<file path="src/hdl/bfs_pkg.sv">
// ----------------------------------------------------------------------------
// bfs_pkg
// Types and codes shared by the search FIFO, its entry RAM and its checker.
// ----------------------------------------------------------------------------
package bfs_pkg;

    localparam int VALUE_W = 32;
    localparam int POS_W   = 5;
    localparam int CNT_W   = 5;

    typedef logic signed [VALUE_W-1:0] value_t;

    typedef enum logic [1:0] {
        KIND_INSERT = 2'd0,
        KIND_REMOVE = 2'd1,
        KIND_SEARCH = 2'd2
    } kind_t;

    typedef enum logic [1:0] {
        ST_DONE  = 2'd0,
        ST_FULL  = 2'd1,
        ST_EMPTY = 2'd2
    } status_t;

    typedef enum logic [1:0] {
        S_IDLE   = 2'd0,
        S_SEARCH = 2'd1,
        S_HOLD   = 2'd2
    } fsm_t;

    // kind stays a raw code: the unused code 3 must pass through untouched
    typedef struct packed {
        logic [1:0] kind;
        value_t     value;
    } req_t;

    typedef struct packed {
        status_t          status;
        logic             found;
        logic [POS_W-1:0] position;
        logic [CNT_W-1:0] count;
    } rsp_t;

endpackage

</file>
<file path="src/hdl/bfs_ram.sv">
// ----------------------------------------------------------------------------
// bfs_ram
// Entry store: one write port, one read port, read data registered.
// ----------------------------------------------------------------------------
module bfs_ram
    import bfs_pkg::*;
#(
    parameter int DEPTH = 16,
    parameter int AW    = 4
)
(
    input  logic          clk,
    input  logic          wr_en,
    input  logic [AW-1:0] wr_addr,
    input  value_t        wr_data,
    input  logic [AW-1:0] rd_addr,
    output value_t        rd_data
);

    value_t mem [DEPTH];
    value_t rd_data_reg;

    always_ff @(posedge clk)
    begin
        if (wr_en)
        begin
            mem[wr_addr] <= wr_data;
        end
    end

    always_ff @(posedge clk)
    begin
        rd_data_reg <= mem[rd_addr];
    end

    assign rd_data = rd_data_reg;

endmodule

</file>
<file path="src/hdl/bounded_fifo_with_search.sv">
// Bounded FIFO of signed 32-bit values with linear search.
// Request channel (req_valid/req_ready/req_data) carries one beat per
// operation: insert at tail, remove oldest, or search for a value.
// Response channel (rsp_valid/rsp_ready/rsp_data) returns exactly one beat
// per request, in order, with status, found flag, position and count.
// Insert, remove, an unused kind and a search of an empty list answer through
// the response register without a scan. A search over N stored entries reads
// them from the oldest and stops at the first match, then answers through the
// response register; the scan reads one entry per cycle through the
// single read port of the entry RAM, so that port sets the search time.
// Throughput: one insert/remove per cycle while responses drain; a search
// blocks new requests until its scan ends.
// Reset clears head, tail, count and the handshake state at once; the
// entry RAM is not cleared (no clearing pass) since only stored entries
// are ever compared. A stalled receiver parks a finished result in a pending
// register; new requests wait until that result moves to the output.
// ----------------------------------------------------------------------------
// bounded_fifo_with_search
// Top level: ring pointers, search sequencer and response register.
// ----------------------------------------------------------------------------
module bounded_fifo_with_search
    import bfs_pkg::*;
#(
    parameter int DEPTH = 16
)
(
    input  logic clk,
    input  logic rst_n,
    input  logic req_valid,
    output logic req_ready,
    input  req_t req_data,
    output logic rsp_valid,
    input  logic rsp_ready,
    output rsp_t rsp_data
);

    localparam int AW = (DEPTH > 1) ? $clog2(DEPTH) : 1;
    localparam int CW = $clog2(DEPTH + 1);
    localparam logic [AW-1:0] LAST_SLOT = AW'(DEPTH - 1);
    localparam logic [CW-1:0] FULL_CNT  = CW'(DEPTH);

    // control state
    fsm_t          state_reg, state_next;
    logic [AW-1:0] head_reg, head_next;
    logic [AW-1:0] tail_reg, tail_next;
    logic [CW-1:0] count_reg, count_next;
    logic [AW-1:0] scan_reg, scan_next;
    logic [AW-1:0] idx_reg, idx_next;
    logic          rsp_valid_reg, rsp_valid_next;

    // payload
    value_t        key_reg, key_next;
    rsp_t          rsp_data_reg, rsp_data_next;
    rsp_t          pend_reg, pend_next;

    // RAM ports
    logic          wr_en;
    logic [AW-1:0] rd_addr;
    value_t        rd_data;

    // combinational helpers
    logic          accept;
    logic          out_free;
    logic          res_done;
    rsp_t          res;
    logic [CW-1:0] idx_plus1;
    logic [AW-1:0] head_inc, tail_inc, scan_inc;

    bfs_ram #(
        .DEPTH (DEPTH),
        .AW    (AW)
    ) u_ram (
        .clk     (clk),
        .wr_en   (wr_en),
        .wr_addr (tail_reg),
        .wr_data (req_data.value),
        .rd_addr (rd_addr),
        .rd_data (rd_data)
    );

    // ring pointer increments wrap at DEPTH, which need not be a power of two
    assign head_inc  = (head_reg == LAST_SLOT) ? '0 : head_reg + 1'b1;
    assign tail_inc  = (tail_reg == LAST_SLOT) ? '0 : tail_reg + 1'b1;
    assign scan_inc  = (scan_reg == LAST_SLOT) ? '0 : scan_reg + 1'b1;
    assign idx_plus1 = CW'(idx_reg) + CW'(1);

    assign req_ready = (state_reg == S_IDLE);
    assign accept    = req_valid && req_ready;
    assign out_free  = !rsp_valid_reg || rsp_ready;

    always_ff @(posedge clk or negedge rst_n)
    begin
        if (!rst_n)
        begin
            state_reg     <= S_IDLE;
            head_reg      <= '0;
            tail_reg      <= '0;
            count_reg     <= '0;
            scan_reg      <= '0;
            idx_reg       <= '0;
            rsp_valid_reg <= 1'b0;
        end
        else
        begin
            state_reg     <= state_next;
            head_reg      <= head_next;
            tail_reg      <= tail_next;
            count_reg     <= count_next;
            scan_reg      <= scan_next;
            idx_reg       <= idx_next;
            rsp_valid_reg <= rsp_valid_next;
        end
    end

    always_ff @(posedge clk)
    begin
        key_reg      <= key_next;
        rsp_data_reg <= rsp_data_next;
        pend_reg     <= pend_next;
    end

    always_comb
    begin
        state_next     = state_reg;
        head_next      = head_reg;
        tail_next      = tail_reg;
        count_next     = count_reg;
        scan_next      = scan_reg;
        idx_next       = idx_reg;
        key_next       = key_reg;
        pend_next      = pend_reg;
        rsp_data_next  = rsp_data_reg;
        rsp_valid_next = rsp_valid_reg;
        wr_en          = 1'b0;
        rd_addr        = head_reg;
        res_done       = 1'b0;
        res.status     = ST_DONE;
        res.found      = 1'b0;
        res.position   = '0;
        res.count      = '0;

        // drop the output beat once the receiver takes it
        if (rsp_valid_reg && rsp_ready)
        begin
            rsp_valid_next = 1'b0;
        end

        case (state_reg)
            S_IDLE:
            begin
                if (accept)
                begin
                    case (req_data.kind)
                        KIND_INSERT:
                        begin
                            res_done = 1'b1;
                            if (count_reg == FULL_CNT)
                            begin
                                res.status = ST_FULL;
                            end
                            else
                            begin
                                wr_en      = 1'b1;
                                tail_next  = tail_inc;
                                count_next = count_reg + 1'b1;
                            end
                        end
                        KIND_REMOVE:
                        begin
                            res_done = 1'b1;
                            if (count_reg == '0)
                            begin
                                res.status = ST_EMPTY;
                            end
                            else
                            begin
                                head_next  = head_inc;
                                count_next = count_reg - 1'b1;
                            end
                        end
                        KIND_SEARCH:
                        begin
                            if (count_reg == '0)
                            begin
                                res_done   = 1'b1;
                                res.status = ST_EMPTY;
                            end
                            else
                            begin
                                // fetch the oldest entry; its data shows next cycle
                                rd_addr    = head_reg;
                                scan_next  = head_inc;
                                idx_next   = '0;
                                key_next   = req_data.value;
                                state_next = S_SEARCH;
                            end
                        end
                        default:
                        begin
                            res_done = 1'b1;
                        end
                    endcase
                end
            end
            S_SEARCH:
            begin
                // compare entry idx_reg while fetching the one after it
                rd_addr   = scan_reg;
                scan_next = scan_inc;
                idx_next  = idx_reg + 1'b1;
                if (rd_data == key_reg)
                begin
                    res_done     = 1'b1;
                    res.found    = 1'b1;
                    res.position = POS_W'(idx_plus1);
                end
                else if (idx_plus1 == count_reg)
                begin
                    res_done = 1'b1;
                end
            end
            S_HOLD:
            begin
                if (out_free)
                begin
                    rsp_data_next  = pend_reg;
                    rsp_valid_next = 1'b1;
                    state_next     = S_IDLE;
                end
            end
            default:
            begin
                state_next = S_IDLE;
            end
        endcase

        res.count = CNT_W'(count_next);

        // move a finished result to the output, or park it while the receiver stalls
        if (res_done)
        begin
            if (out_free)
            begin
                rsp_data_next  = res;
                rsp_valid_next = 1'b1;
                state_next     = S_IDLE;
            end
            else
            begin
                pend_next  = res;
                state_next = S_HOLD;
            end
        end
    end

    assign rsp_valid = rsp_valid_reg;
    assign rsp_data  = rsp_data_reg;

endmodule

</file>
<file path="config.mk">
export PLATFORM = sky130hd
export DESIGN_NAME = bounded_fifo_with_search
export DESIGN_NICKNAME = d
export VERILOG_FILES = /design/src/hdl/bfs_pkg.sv /design/src/hdl/bfs_ram.sv /design/src/hdl/bounded_fifo_with_search.sv
export SDC_FILE = /design/constraint.sdc
export NUM_CORES = 1
export LEC_CHECK = 0
export ABC_AREA = 1
export CAP_MARGIN = 40
export CORE_AREA = 8 8 261 263
export DETAILED_ROUTE_END_ITERATION = 10
export DIE_AREA = 0 0 269 271
export DONT_BUFFER_PORTS = 1
export GPL_TIMING_DRIVEN = 0
export MAX_ROUTING_LAYER = met4
export SYNTH_ARGS = -nofsm -noshare
export SYNTH_HDL_FRONTEND = slang
export SYNTH_SLANG_ARGS = --single-unit
</file>
<file path="constraint.sdc">
create_clock -name clk -period 7.3 [get_ports clk]
set_clock_uncertainty 0.2 [all_clocks]
set_input_delay 0.365 -clock clk [delete_from_list [all_inputs] [get_ports clk]]
set_output_delay 0.365 -clock clk [all_outputs]
set_load 0.01 [all_outputs]
</file>
==> results.json, run 1 <==
{
  "outcome": "finished, final reports clean",
  "rsz0062_at_grt": "no",
  "grt_overflow_total": 0,
  "initial_utilization_pct": 39.7,
  "period_needed_ns": 3.82,
  "drc": 0,
  "maxCapViolations": 0,
  "rows": 93,
  "synth-edff-count": 557,
  "ys_ff_latch": 626,
  "pwr-share-comb_pct": 39.3,
  "worst_pin_slew_ns": 0.936,
  "clkLatencyLatePin_ns": 0.62,
  "synth-xor-area-share_pct": 0.759,
  "die-width_um": 269,
  "synth_top_cell_by_area": "edfxtp_1",
  "area_growth_syn_to_layout_pct": 17.4,
  "grt_antenna_before_repair": 2,
  "setup_viol": 0,
  "place_hpwl_mm": 52.7,
  "synth_top_area_share_pct": 65.9,
  "synth.distinct_cells": 35,
  "dr.first_iter.drc_count": 2286,
  "num_vias": 17500,
  "antenna_left": 0,
  "synth_mux_area_share_pct": 0.616,
  "slew_violations": 0,
  "final_area_sq_um": 29800,
  "synthesis.instances": 2049,
  "required_ns": 7.43,
  "seq_area_frac_synth_pct": 71.8,
  "cts_buffer_depth": 3,
  "clock-sinks": 626,
  "synth_area_per_cell_sq_um": 12.4,
  "cts_inserted_buffers": 68,
  "yosysMostFrequentCell": "edfxtp_1",
  "grt_max_degree": 25,
  "path_delay_family": "simple AND/OR/NAND/NOR gates",
  "fp.dieArea_sq_um": 72900,
  "critical_path_buf_inv_count": 2,
  "fin_nets": 2236,
  "largest_reg_flops": 512,
  "placed_cell_area_sq_um": 27100,
  "seq_area_sq_um": 18200,
  "path_max_fanout": 10,
  "root_buffer": "clkbuf_16",
  "dr.pass1.iters": 5,
  "vias_per_cell": 5.67,
  "seq_power_share_pct": 34.1,
  "totalWireLength_mm": 78.9,
  "place.gp.congestion": 0.902,
  "ys_top_cells_by_area": "edfxtp_1 66%, a21oi_1 5.2%, o21ai_0 5.0%",
  "pwr-share-clk_pct": 26.6,
  "swShare_pct": 41.1,
  "slew_headroom_pct": 37.6,
  "drive_above_1_share_pct": 10.4,
  "cp_slowest_cell": "xnor2_1",
  "multiInputGateArea_sq_um": 5920,
  "worst-endpoint-arrival_ns": 3.95,
  "htreeDepth": 3,
  "port_buffers": 0,
  "crit_chain": "xnor2_1, nand2_1, nor2_1, nand2_1, nor2_1, nand3_2, nand2_2, nand2_1, buf_4, nor2_1, buf_6",
  "power.switching_mw": 5.27,
  "grt_pass1_wl_mm": 114,
  "synth-adder-area-share_pct": 0.641,
  "async_flop_share_pct": 3.83,
  "cts.reportedPaths.clkPinSlew_ns": 0.06,
  "grt_usage_pct": 21.9,
  "p_leak_nw": 10.4,
  "die_h_um": 271,
  "yosys.area_share.simple_pct": 5.32,
  "slowest_delay_ns": 0.54,
  "end_kind": "flip-flop",
  "power_density_nw_per_um2": 431,
  "path_class": "flip-flop to flip-flop",
  "tritoncts": "built",
  "p_int_mw": 7.56,
  "synth-compound-area-share_pct": 15.5,
  "grt_pass1_vias": 17000,
  "synth_top_family_by_area": "compound AO/OA/AOI/OAI gates",
  "fillers": 5617,
  "io_pins": 53,
  "ys_warn_count": 0,
  "max-vdd-ir-drop_mv": 0.266,
  "post-route-period-util_pct": 52.3,
  "cts_setup_buffers": 0,
  "finalHoldViolCount": 0,
  "syn_nets": 2100,
  "ys.flop_type": "edfxtp_1",
  "synth_commonest_cells": "557 x edfxtp_1, 262 x a21oi_1, 253 x o21ai_0",
  "critical_path.startpoint_type": "flip-flop",
  "syn-cell-area_sq_um": 25400,
  "hold_class": "input pin to async pin",
  "fin_setup_tns_ns": 0,
  "max_freq_mhz": 262,
  "core_area_sq_um": 63900,
  "wl_per_cell_um": 25.5
}
[worst reg2reg max path, delay by kind of cell, from the launching register on]
family | cells | cell delay, ns
and+or+nand+nor | 8 | 1.98
xor gates and xnor gates | 1 | 0.54
buffers and inverters | 2 | 0.45
DFF | 1 | 0.38
[routing by layer]
metal / GRT usage [%] / share of wire (%) / wire (um)
met5: - / 0 / 0
met4: 8.98 / 4.3 / 3360
met3: 4.12 / 9.9 / 7820
met2: 33.3 / 46 / 36300
met1: 28.9 / 40 / 31500
[area by class of cell]
type / instances / share of cell area (%)
diodes: 1 / 0.00840
plain buffers: 125 / 1.86
clock buffers: 97 / 6.56
clock inverters: 28 / 0.853
inverters: 212 / 2.67
multi-input cells: 1086 / 19.9
flip-flops and latches: 626 / 61.2
well taps: 855 / 3.59
repair buffers: 66 / 3.34
[logic make-up after synthesis]
kind of cell,after synthesis
AOI/OAI and AO/OA,718
DFF,626
buffers and inverters,337
and+or+nand+nor,319
xor gates and xnor gates,22
muxes,14
adders and majority gates,13
[timing repair]
action | CTS | global route
hold buffers | 40 | 0
resized for setup | 0 | 0
hold endpoints to repair | 578 | 0
[cell usage in the layout, fill, tap and decap left out, types with 2 or more instances in the layout]
| master | n |
|---|---|
| buf_16 | 12 |
| clkbuf_1 | 81 |
| nand2_1 | 183 |
| xor2_1 | 6 |
| dfxtp_1 | 45 |
| buf_2 | 56 |
| dlygate4sd3_1 | 38 |
| o21ai_0 | 253 |
| bufinv_16 | 3 |
| edfxtp_1 | 557 |
| dfrtp_1 | 24 |
| a21oi_1 | 262 |
| or2_2 | 3 |
| inv_2 | 3 |
| nor3_1 | 3 |
| clkbuf_8 | 8 |
| clkinvlp_4 | 3 |
| clkinv_1 | 5 |
| nand2_2 | 4 |
| nand3_1 | 58 |
| clkbuf_16 | 71 |
| clkinv_2 | 10 |
| o21ai_1 | 66 |
| nor2_4 | 18 |
| nand4_1 | 12 |
| buf_4 | 4 |
| inv_1 | 209 |
| mux2_2 | 13 |
| xnor2_1 | 16 |
| ha_1 | 13 |
| buf_6 | 4 |
| nor2_1 | 34 |
| o211ai_1 | 130 |
| o22ai_1 | 3 |
| inv_6 | 4 |
| buf_1 | 2 |
| clkinv_4 | 2 |
| buf_12 | 12 |
[worst paths after layout]
| check | slack (ns) | startpoint | cells after the start | endpoint |
|---|---|---|---|---|
| min in group clk | 0.13 | req_data[33] | 6 | rsp_data[12] |
| worst max register to register | 3.48 | key_reg[9] | 11 | pend_reg[0] |
| worst max-delay path | 3.48 | key_reg[9] | 11 | pend_reg[0] |
| worst min register to register | 0.36 | pend_reg[6] | 3 | rsp_data[6] |
| max in group asynchronous | 6.65 | rst_n | 3 | head_reg[0] |
| worst min-delay path | 0.09 | rst_n | 3 | head_reg[2] |
[per-stage QoR]
stage	setup WS, ns	power [mW]	util (%)	cells	hold WS, ns
floorplan	3.84	7.29	-	2049	-0.131
global placement	1.52	9.11	41.4	2904	-0.129
detailed placement	3.65	9.28	42.5	2930	-0.129
CTS	3.65	12.7	46.6	3095	0.0596
global route	3.37	13.4	46.6	3096	0.0957
finish	3.48	12.8	46.6	3096	0.0947
[power groups by stage]
stage          logic [mW]  clock network, mW  registers [mW]
5_1_grt              5.37               3.58            4.40
4_1_cts              4.92               3.44            4.38
6_report             5.04               3.41            4.38
3_5_place_dp         4.83                  0            4.45
3_3_place_gp         4.66                  0            4.45
2_1_floorplan        2.89                  0            4.40
(Power assumes the default switching activity.)
==> inputs of run 2 (changes only) <==
- clock period: 7.3 -> 3.1 ns (I/O delays scaled with it)
==> run 2 against run 1 <==
The flow now finishes with violations (negative setup slack). First-iteration DRC count shrank 1.1%. Routed wire length grew 0.62%. Power grew 140%. Non-clock buffer count grew 28. Sequential power grew 140%. Design area grew 1.6%. Combinational power grew 140%. Sequential share of layout area shrank 0.96 points. Largest power group unchanged.
==> results.json, run 2 (synthesis gave the netlist of run 1 again) <==
{
  "holdWs_ns": 0.300,
  "grt_pass1_vias": 17000,
  "final_area_sq_um": 30300,
  "grt_usage_pct": 22.0,
  "period_needed_ns": 3.13,
  "initial_utilization_pct": 39.7,
  "clkLatencyLatePin_ns": 0.62,
  "cts_inserted_buffers": 67,
  "grt_pass1_wl_mm": 114,
  "tritoncts": "built",
  "power_density_nw_per_um2": 1010,
  "slew_violations": 0,
  "path_class": "flip-flop to flip-flop",
  "startpoint": "state_reg[0]",
  "fin_setup_tns_ns": -0.0259,
  "mostFrequentLayoutCells": "557 x edfxtp_1, 262 x a21oi_1, 253 x o21ai_0",
  "cts.reportedPaths.clkPinSlew_ns": 0.06,
  "path_max_fanout": 10,
  "post-route-period-util_pct": 101,
  "dp.cells": 2931,
  "dr.pass1.iters": 5,
  "core_area_sq_um": 63900,
  "wl_per_cell_um": 25.4,
  "slew_headroom_pct": 39.5,
  "layout_commonest_cell": "edfxtp_1",
  "grt_max_degree": 25,
  "setup_viol": 1,
  "clock-sinks": 626,
  "io_pins": 53,
  "grt_antenna_before_repair": 3,
  "totalWireLength_mm": 79.4,
  "drc": 0,
  "antenna_left": 0,
  "grt_overflow_total": 0,
  "finalHoldViolCount": 0,
  "drive_above_1_share_pct": 11.8,
  "dr.first_iter.drc_count": 2261,
  "cts_buffer_depth": 3,
  "power_mw": 30.5,
  "die-width_um": 269,
  "rr_startpoint": "state_reg[0]",
  "htreeDepth": 3,
  "place.gp.congestion": 0.913,
  "required_ns": 3.45,
  "fin_util_pct": 47.4,
  "critical_path.startpoint_type": "flip-flop",
  "die_h_um": 271,
  "fin_nets": 2263,
  "p_leak_nw": 10.7,
  "outcome": "complete, but fails checks",
  "area_growth_syn_to_layout_pct": 19.2,
  "final_cell_count_no_fill": 3125,
  "port_buffers": 0,
  "rows": 93,
  "hold_class": "input pin to flip-flop",
  "rsz0062_at_grt": "yes",
  "setup_slack_ns": -0.0259,
  "placed_cell_area_sq_um": 27200,
  "maxCapViolations": 0,
  "fp.dieArea_sq_um": 72900,
  "max_freq_mhz": 320,
  "num_vias": 17700,
  "vias_per_cell": 5.65,
  "root_buffer": "clkbuf_16",
  "end_kind": "flip-flop",
  "preCtsSetupSlack_ns": -0.592,
  "max-vdd-ir-drop_mv": 0.522,
  "fillers": 5535,
  "hold_path.startpoint": "rsp_ready",
  "place_hpwl_mm": 52.5,
  "worst_pin_slew_ns": 0.907,
  "largest_reg_flops": 512,
  "worst-endpoint-arrival_ns": 3.48,
  "violations": "negative setup slack"
}
[run 2: area by class of cell]
cell class / instances / area [sq um] / share of cell area (%)
Sequential cell: 626 / 18200 / 60.3
Multi-Input combinational cell: 1086 / 5970 / 19.7
Clock buffer: 89 / 1840 / 6.08
Timing Repair Buffer: 94 / 1350 / 4.47
Tap cell: 855 / 1070 / 3.54
Inverter: 212 / 796 / 2.63
Buffer: 125 / 554 / 1.83
Clock inverter: 35 / 432 / 1.43
Antenna cell: 3 / 7.51 / 0.0248
[run 2: path summary, 6_finish.rpt]
path	to	slack (ns)	depth (start not counted)
max	u_ram.rd_data[29]	-0.03	9
min	rsp_data[0]	0.30	6
max reg2reg	u_ram.rd_data[29]	-0.03	9
min reg2reg	head_reg[1]	0.34	2
max in group asynchronous	idx_reg[0]	2.08	4
min in group asynchronous	count_reg[0]	0.45	4
[run 2: what timing repair did]
item / in CTS / in global routing
endpoints found under the setup margin: 477 / 76
hold buffers: 44 / 0
pin swaps: 14 / 2
endpoints found under the hold margin: 614 / 0
gates resized for setup: 8 / 4
setup buffers: 19 / 4
[run 2: report_power, final]
part | internal (mW) | leakage [nW] | total [mW] | switching, mW
combinational | 3.30 | 3.87 | 11.9 | 8.61
sequential | 9.88 | 5.69 | 10.3 | 0.419
clock | 4.83 | 1.11 | 8.25 | 3.42
total | 18.0 | 10.7 | 30.5 | 12.5
[run 2: per-layer routing]
metal	wire length (um)	vias up	GRT usage (%)
li1	-	7801	-
met5	0	-	-
met1	31000	8671	28.2
met4	3240	0	9.42
met2	37300	1020	33.9
met3	7870	174	4.34
[run 2: critical path, stage by stage (launching register included)]
cell and delay, ns:
dfrtp_1 0.46, inv_2 0.11, nor2_4 0.06, nand2_2 0.15
clkbuf_1 0.54, clkbuf_1 0.66, a21oi_1 0.16, o211ai_1 0.39
nand3_1 0.19, nand2_1 0.13
